--- config.mk ---
export PLATFORM = sky130hd
export DESIGN_NAME = sts_unitize
export DESIGN_NICKNAME = d
export VERILOG_FILES = /design/src/hdl/sts_pkg.sv /design/src/hdl/sts_unitize.sv
export SDC_FILE = /design/constraint.sdc
export NUM_CORES = 2
export LEC_CHECK = 0
export BUFFER_PORTS_ARGS = -buffer_cell sky130_fd_sc_hd__buf_4
export CORE_ASPECT_RATIO = 0.9
export CORE_MARGIN = 2
export CORE_UTILIZATION = 29
export DETAILED_ROUTE_END_ITERATION = 8
export PLACE_DENSITY = 0.52
export SLEW_MARGIN = 10
export SYNTH_ARGS = -nofsm -noshare
export SYNTH_HDL_FRONTEND = slang
export SYNTH_SLANG_ARGS = --single-unit
--- constraint.sdc ---
create_clock -name i_clk -period 9.8 [get_ports i_clk]
set_input_delay 0.49 -clock i_clk [delete_from_list [all_inputs] [get_ports i_clk]]
set_output_delay 0.49 -clock i_clk [all_outputs]
set_load 0.01 [all_outputs]
--- src/hdl/sts_pkg.sv ---
// Shared types and constants for the sphere triangle subdivider.
// No dependencies; every other file refers to it by scoped names.
package sts_pkg;

    localparam int COORD_W    = 16;
    localparam int VEC_W      = 35;
    localparam int MAG_W      = 35;
    localparam int NORM_BIT   = 28;
    localparam int SQ_W       = 58;
    localparam int S_W        = 60;
    localparam int ROOT_W     = 30;
    localparam int SQRT_STEPS = 30;

    localparam logic [3:0] LAST_SPLIT = 4'd11;
    localparam logic [3:0] LAST_PASS  = 4'd2;

    typedef enum logic [1:0] {
        CFG_SPLIT  = 2'd0,
        CFG_EMIT   = 2'd1,
        CFG_SMOOTH = 2'd2
    } t_cfg_idx;

    typedef logic signed [COORD_W-1:0] t_coord;
    typedef t_coord [2:0] t_c3;
    typedef logic signed [VEC_W-1:0] t_comp;
    typedef t_comp [2:0] t_vec;

    typedef struct packed {
        logic signed [COORD_W-1:0] first_x;
        logic signed [COORD_W-1:0] first_y;
        logic signed [COORD_W-1:0] first_z;
        logic signed [COORD_W-1:0] second_x;
        logic signed [COORD_W-1:0] second_y;
        logic signed [COORD_W-1:0] second_z;
        logic signed [COORD_W-1:0] third_x;
        logic signed [COORD_W-1:0] third_y;
        logic signed [COORD_W-1:0] third_z;
    } t_tri;

    typedef struct packed {
        logic signed [COORD_W-1:0] pos_x;
        logic signed [COORD_W-1:0] pos_y;
        logic signed [COORD_W-1:0] pos_z;
        logic signed [COORD_W-1:0] norm_x;
        logic signed [COORD_W-1:0] norm_y;
        logic signed [COORD_W-1:0] norm_z;
        logic                      normal_valid;
        logic                      last_vertex;
    } t_vtx;

    typedef struct packed {
        logic done;
        logic ok;
    } t_lane_stat;

endpackage

--- src/hdl/sts_unitize.sv ---
// Iterative vector normaliser: shift normalise, sum of squares,
// bit-serial square root and three bit-serial dividers. Depends on sts_pkg.
module sts_unitize #(
    parameter int COORD_FRAC_BITS = 14
) (
    input  logic                i_clk,
    input  logic                i_rst_n,
    input  logic                i_start,
    input  sts_pkg::t_vec       i_vec,
    output sts_pkg::t_lane_stat o_stat,
    output sts_pkg::t_c3        o_res
);
    localparam int QW    = COORD_FRAC_BITS + 1;
    localparam int CAP_I = (COORD_FRAC_BITS >= 15) ? 32767 : (1 << COORD_FRAC_BITS);
    localparam logic [QW-1:0] CAP = QW'(CAP_I);

    typedef enum logic [2:0] {S_IDLE, S_NORM, S_SQ, S_SQRT, S_PREP, S_DIV, S_FIN} t_state;

    t_state                        r_state;
    logic [4:0]                    r_k;
    logic [sts_pkg::MAG_W-1:0]     r_mag [3];
    logic                          r_neg [3];
    logic [sts_pkg::SQ_W-1:0]      r_prod;
    logic [sts_pkg::S_W-1:0]       r_s;
    logic [31:0]                   r_rem;
    logic [sts_pkg::ROOT_W-1:0]    r_root;
    logic [30:0]                   r_rdiv [3];
    logic [QW-1:0]                 r_low [3];
    logic [QW-1:0]                 r_q [3];
    logic                          r_ok;
    sts_pkg::t_c3                  r_res;

    logic [sts_pkg::MAG_W-1:0]     mag_or;
    logic [sts_pkg::MAG_W-1:0]     sel_mag;
    logic [sts_pkg::SQ_W-1:0]      sq;
    logic [33:0]                   rem2;
    logic [33:0]                   trial;
    logic                          sq_ge;
    logic [31:0]                   dvs;
    logic [31:0]                   dr2 [3];
    logic                          dge [3];
    logic [QW-1:0]                 qc [3];
    logic [sts_pkg::MAG_W-1:0]     in_mag [3];
    logic                          in_zero;

    always_comb begin
        mag_or  = r_mag[0] | r_mag[1] | r_mag[2];
        sel_mag = (r_k < 5'd3) ? r_mag[r_k[1:0]] : '0;
        sq      = sel_mag[28:0] * sel_mag[28:0];
        rem2    = {r_rem, r_s[sts_pkg::S_W-1 -: 2]};
        trial   = {2'b00, r_root, 2'b01};
        sq_ge   = rem2 >= trial;
        dvs     = {1'b0, r_root, 1'b0};
        in_zero = 1'b1;
        for (int i = 0; i < 3; i++) begin
            dr2[i]    = {r_rdiv[i], r_low[i][QW-1]};
            dge[i]    = dr2[i] >= dvs;
            qc[i]     = (r_q[i] > CAP) ? CAP : r_q[i];
            in_mag[i] = i_vec[i][sts_pkg::VEC_W-1] ? sts_pkg::MAG_W'(-i_vec[i])
                                                   : sts_pkg::MAG_W'(i_vec[i]);
            if (i_vec[i] != '0) in_zero = 1'b0;
        end
    end

    always_ff @(posedge i_clk) begin
        if (!i_rst_n) begin
            r_state <= S_IDLE;
            r_ok    <= 1'b0;
        end else begin
            case (r_state)
                S_IDLE: begin
                    if (i_start) begin
                        for (int i = 0; i < 3; i++) begin
                            r_mag[i] <= in_mag[i];
                            r_neg[i] <= i_vec[i][sts_pkg::VEC_W-1];
                        end
                        if (in_zero) begin
                            r_ok  <= 1'b0;
                            r_res <= '0;
                        end else begin
                            r_ok    <= 1'b1;
                            r_state <= S_NORM;
                        end
                    end
                end
                S_NORM: begin
                    if (|mag_or[sts_pkg::MAG_W-1:sts_pkg::NORM_BIT+1]) begin
                        for (int i = 0; i < 3; i++) r_mag[i] <= r_mag[i] >> 1;
                    end else if (!mag_or[sts_pkg::NORM_BIT]) begin
                        for (int i = 0; i < 3; i++) r_mag[i] <= r_mag[i] << 1;
                    end else begin
                        r_k     <= '0;
                        r_s     <= '0;
                        r_state <= S_SQ;
                    end
                end
                S_SQ: begin
                    r_prod <= sq;
                    if (r_k != 5'd0) r_s <= r_s + sts_pkg::S_W'(r_prod);
                    if (r_k == 5'd3) begin
                        r_k     <= '0;
                        r_rem   <= '0;
                        r_root  <= '0;
                        r_state <= S_SQRT;
                    end else begin
                        r_k <= r_k + 5'd1;
                    end
                end
                S_SQRT: begin
                    r_s <= r_s << 2;
                    if (sq_ge) begin
                        r_rem  <= 32'(rem2 - trial);
                        r_root <= {r_root[sts_pkg::ROOT_W-2:0], 1'b1};
                    end else begin
                        r_rem  <= rem2[31:0];
                        r_root <= {r_root[sts_pkg::ROOT_W-2:0], 1'b0};
                    end
                    if (r_k == 5'(sts_pkg::SQRT_STEPS - 1)) r_state <= S_PREP;
                    else r_k <= r_k + 5'd1;
                end
                S_PREP: begin
                    for (int i = 0; i < 3; i++) begin
                        r_rdiv[i] <= 31'(r_mag[i]) + 31'(r_root >> QW);
                        r_low[i]  <= QW'(r_root);
                    end
                    r_k     <= '0;
                    r_state <= S_DIV;
                end
                S_DIV: begin
                    for (int i = 0; i < 3; i++) begin
                        r_rdiv[i] <= dge[i] ? 31'(dr2[i] - dvs) : dr2[i][30:0];
                        r_q[i]    <= {r_q[i][QW-2:0], dge[i]};
                        r_low[i]  <= r_low[i] << 1;
                    end
                    if (r_k == 5'(QW - 1)) r_state <= S_FIN;
                    else r_k <= r_k + 5'd1;
                end
                S_FIN: begin
                    for (int i = 0; i < 3; i++) begin
                        r_res[i] <= r_neg[i] ? -sts_pkg::COORD_W'(qc[i])
                                             : sts_pkg::COORD_W'(qc[i]);
                    end
                    r_state <= S_IDLE;
                end
                default: r_state <= S_IDLE;
            endcase
        end
    end

    assign o_stat.done = (r_state == S_IDLE);
    assign o_stat.ok   = r_ok;
    assign o_res       = r_res;

endmodule

==> flow_summary_export.csv <==
group,metric,value,unit
outcome,outcome,"finished, final reports clean",
synth,synthTopCellsByArea,"edfxtp_1 24%, fa_1 22%, ha_1 9.9%",
placement,portBuffers,157,
floorplanning,core,211000,um^2
sta,rsz0062_at_grt,"false",
worst_setup_path,reg2reg_slack,440,ps
floorplanning,die_area,215000,um^2
worst_hold_path,min_path_type,"primary input to flop",
global_route,grt_first_pass_wirelength,327,mm
floorplanning,initial_core_util,29.1,%
worst_setup_path,crit_fanout,19,
power_and_ir_drop,seqPwrFrac,19.6,%
worst_setup_path,rr_endpoint,"r_prod[55]",
layout,utilization,32.7,%
power_and_ir_drop,p_sw,8.75,mW
clock_network,cts_root_buf,"clkbuf_16",
clock_network,clockBufferDepth,3,
global_route,overflow,0,
routing,initialDrtViolationCount,4811,
worst_setup_path,cpMostUsedCell,"fa_1",
synth,ys_warn_count,0,
routing,wirelength,217,mm
placement,gp_congestion,0.973,
layout,final_nets,8184,
routing,vias,51000,
clock_network,clkLatencyLatePin,680,ps
synth,synth.distinct_cells,92,
power_and_ir_drop,powerDensity,253,nW/um^2
routing,dr.pass1.iters,6,
clock_network,hold_buffers,0,
power_and_ir_drop,leakage,31.0,nW
clock_network,path_clk_slew,60,ps
floorplanning,io_pins,158,
power_and_ir_drop,clkPwrFrac,15.2,%
synth,synth-main-ff-cell,"edfxtp_1",
global_route,grt_start_max_net_pins,101,
clock_network,numCtsBuffers,66,
sta,drv_slew,0,
synth,yosysSeqAreaShare,24.3,%
synth,synth_seq_cells,499,
sta,period_needed,9360,ps
flow_run,maxCapViolCount,0,
synth,synth_common_cells,"922 x inv_1, 812 x nand2_1, 662 x fa_1, 571 x nor2_1, 493 x edfxtp_1",
worst_setup_path,start_kind,"flop",
worst_setup_path,reg2regPathDepth,30,
worst_setup_path,end_kind,"flop",
routing,drt-vias-per-instance,5.19,
sta,tightest_slew,1200,ps
routing,ant_nets,0,
routing,drc,0,
sta,setup_viol,0,
synth,synth-async-reset-ratio,0,%
layout,area_growth,12.2,%
synth,synth_top_area_cell,"edfxtp_1",
floorplanning,die_h,440,um
worst_setup_path,crit_type,"flop to flop",
worst_setup_path,crit_slowest_cell,"fa_1",
clock_network,htree_levels,3,
synth,synth_area_per_cell,9.02,um^2
placement,dpl.hpwl,175,mm
worst_setup_path,max_stage_delay,570,ps
sta,slew_headroom,19.2,%
sta,fin_skew,42.0,ps
power_and_ir_drop,switching_share,50.2,%
synth,netlist_instances,6798,
sta,hold_viol,0,
sta,whs,135,ps
power_and_ir_drop,intPower,8.66,mW
global_route,antenna_found_initial,11,
sta,period_share,95.6,%
floorplanning,die_w,489,um
synth,synth_nets,8051,
sta,max_freq,107,MHz
global_route,grt_pass1_vias,50700,
global_route,grt.total_usage,20.1,%
synth,synth.most_common_cell,"inv_1",
synth,synth_area,61300,um^2
floorplanning,rows,160,
routing,wire_per_inst,22.1,um
worst_setup_path,cp.required,10310,ps
power_and_ir_drop,ir_drop,0.378,mV
sta,tns,0,ps
clock_network,clkSinkCount,499,
power_and_ir_drop,share_comb_of_total_power,65.3,%
layout,fill_cells,22100,
worst_setup_path,arrival,9880,ps
clock_network,cts_tree,"done",
synth,yosys.area.top_type_share,24.1,%
layout,drive_gt1_share,7.49,%
worst_setup_path,worstSetupEndpoint,"r_prod[55]",
synth,synth-edff-count,493,
cell usage in the layout (no fill, tap or decap), types with 53 or more instances in the layout:
master	synthesis	routed
xnor2_1	215	215
fa_1	662	662
buf_4	3	332
o31ai_1	54	53
clkbuf_16	0	67
nand4_1	59	59
a21oi_1	380	379
nand3_1	94	93
o21ai_0	433	424
edfxtp_1	493	493
ha_1	483	483
o21a_1	76	75
nand2_1	812	810
nand2b_1	55	55
nor3_1	89	88
a21o_1	155	155
inv_1	922	920
nor2_1	571	567
and3_1	60	59
or3_1	54	53
xor2_1	188	188
worst min path at each step:
stage / start / end / slack, ps / depth (start not counted)
2_1_floorplan: r_ok / r_ok / 440 / 2
3_3_place_gp: r_q[0][24] / r_q[0][25] / 460 / 0
3_5_place_dp: r_q[0][24] / r_q[0][25] / 480 / 0
4_1_cts: i_start / r_ok / 90 / 3
5_1_grt: i_start / r_ok / 140 / 3
6_report: i_start / r_ok / 140 / 3
flip-flops by register name, indices dropped and copies added (netlist names), named ones only:
name and flops:
o_res 48, r_k 5, r_low 15, r_mag 105
r_neg 3, r_ok 1, r_prod 57, r_q 45
r_rdiv 93, r_rem 32, r_root 30, r_s 60
r_state 3
metrics by stage:
stage	total power [mW]	setup WS [ps]	cell area, um^2	cells
2_1_floorplan	10.6	479	61300	6798
3_3_place_gp	14.6	328	66400	9694
3_5_place_dp	14.7	158	66400	9694
4_1_cts	17.4	136	68700	9814
5_1_grt	18.8	17.2	68800	9818
6_report	17.4	435	68800	9821
cell type report:
type                    count  area, um^2  share of cell area (%)
diodes                      3        7.51                  0.0109
clock buffers              74        1700                    2.47
clock inverters            46         613                   0.891
inverters                 927        3490                    5.07
multi-input cells        5103       42000                    61.0
flip-flops and latches    499       14900                    21.7
well taps                2835        3550                    5.15
repair buffers            334        2530                    3.68
logic make-up (layout without fill, tap and decap cells):
kind of cell	count (synthesis)	in the layout	synth area share (%)
and+or+nand+nor	1989	1989	14.5
AOI/OAI and AO/OA	1498	1498	15.4
buffers and inverters	1196	1381	7.36
adders and majority gates	1145	1145	31.5
DFF	499	499	24.3
xor gates and xnor gates	403	403	5.76
muxes	68	68	1.14
other	0	3	0
power groups by stage:
| stage | logic, mW | registers, mW | clock network, mW |
|---|---|---|---|
| final | 11.4 | 3.41 | 2.64 |
| after global routing | 12.6 | 3.42 | 2.78 |
| after CTS | 11.4 | 3.38 | 2.71 |
| after detailed placement | 11.2 | 3.42 | 0 |
| after global placement | 11.2 | 3.42 | 0 |
| after floorplan | 7.30 | 3.26 | 0 |
critical path: cells and delay by family, from the launching register on:
family / cells / cell delay [ps]
DFF: 1 / 550
muxes: 1 / 330
and+or+nand+nor: 5 / 920
adders and majority gates: 9 / 4640
AOI/OAI and AO/OA: 8 / 1980
buffers and inverters: 7 / 760
repair_timing:
item                       in CTS  in global routing
setup endpoints to repair       0                 20
setup buffers                   0                  3
resized for setup               0                  7
layer usage:
layer / GRT usage (%) / vias to the layer above / part of all wire, %
li1: - / 23300 / -
met1: 29.4 / 25500 / 46
met2: 31.0 / 1801 / 44
met3: 3.05 / 316 / 7.3
met4: 5.08 / 8 / 2.7
met5: 0 / - / 0.021
No activity file was read; power rests on OpenSTA's default activity.
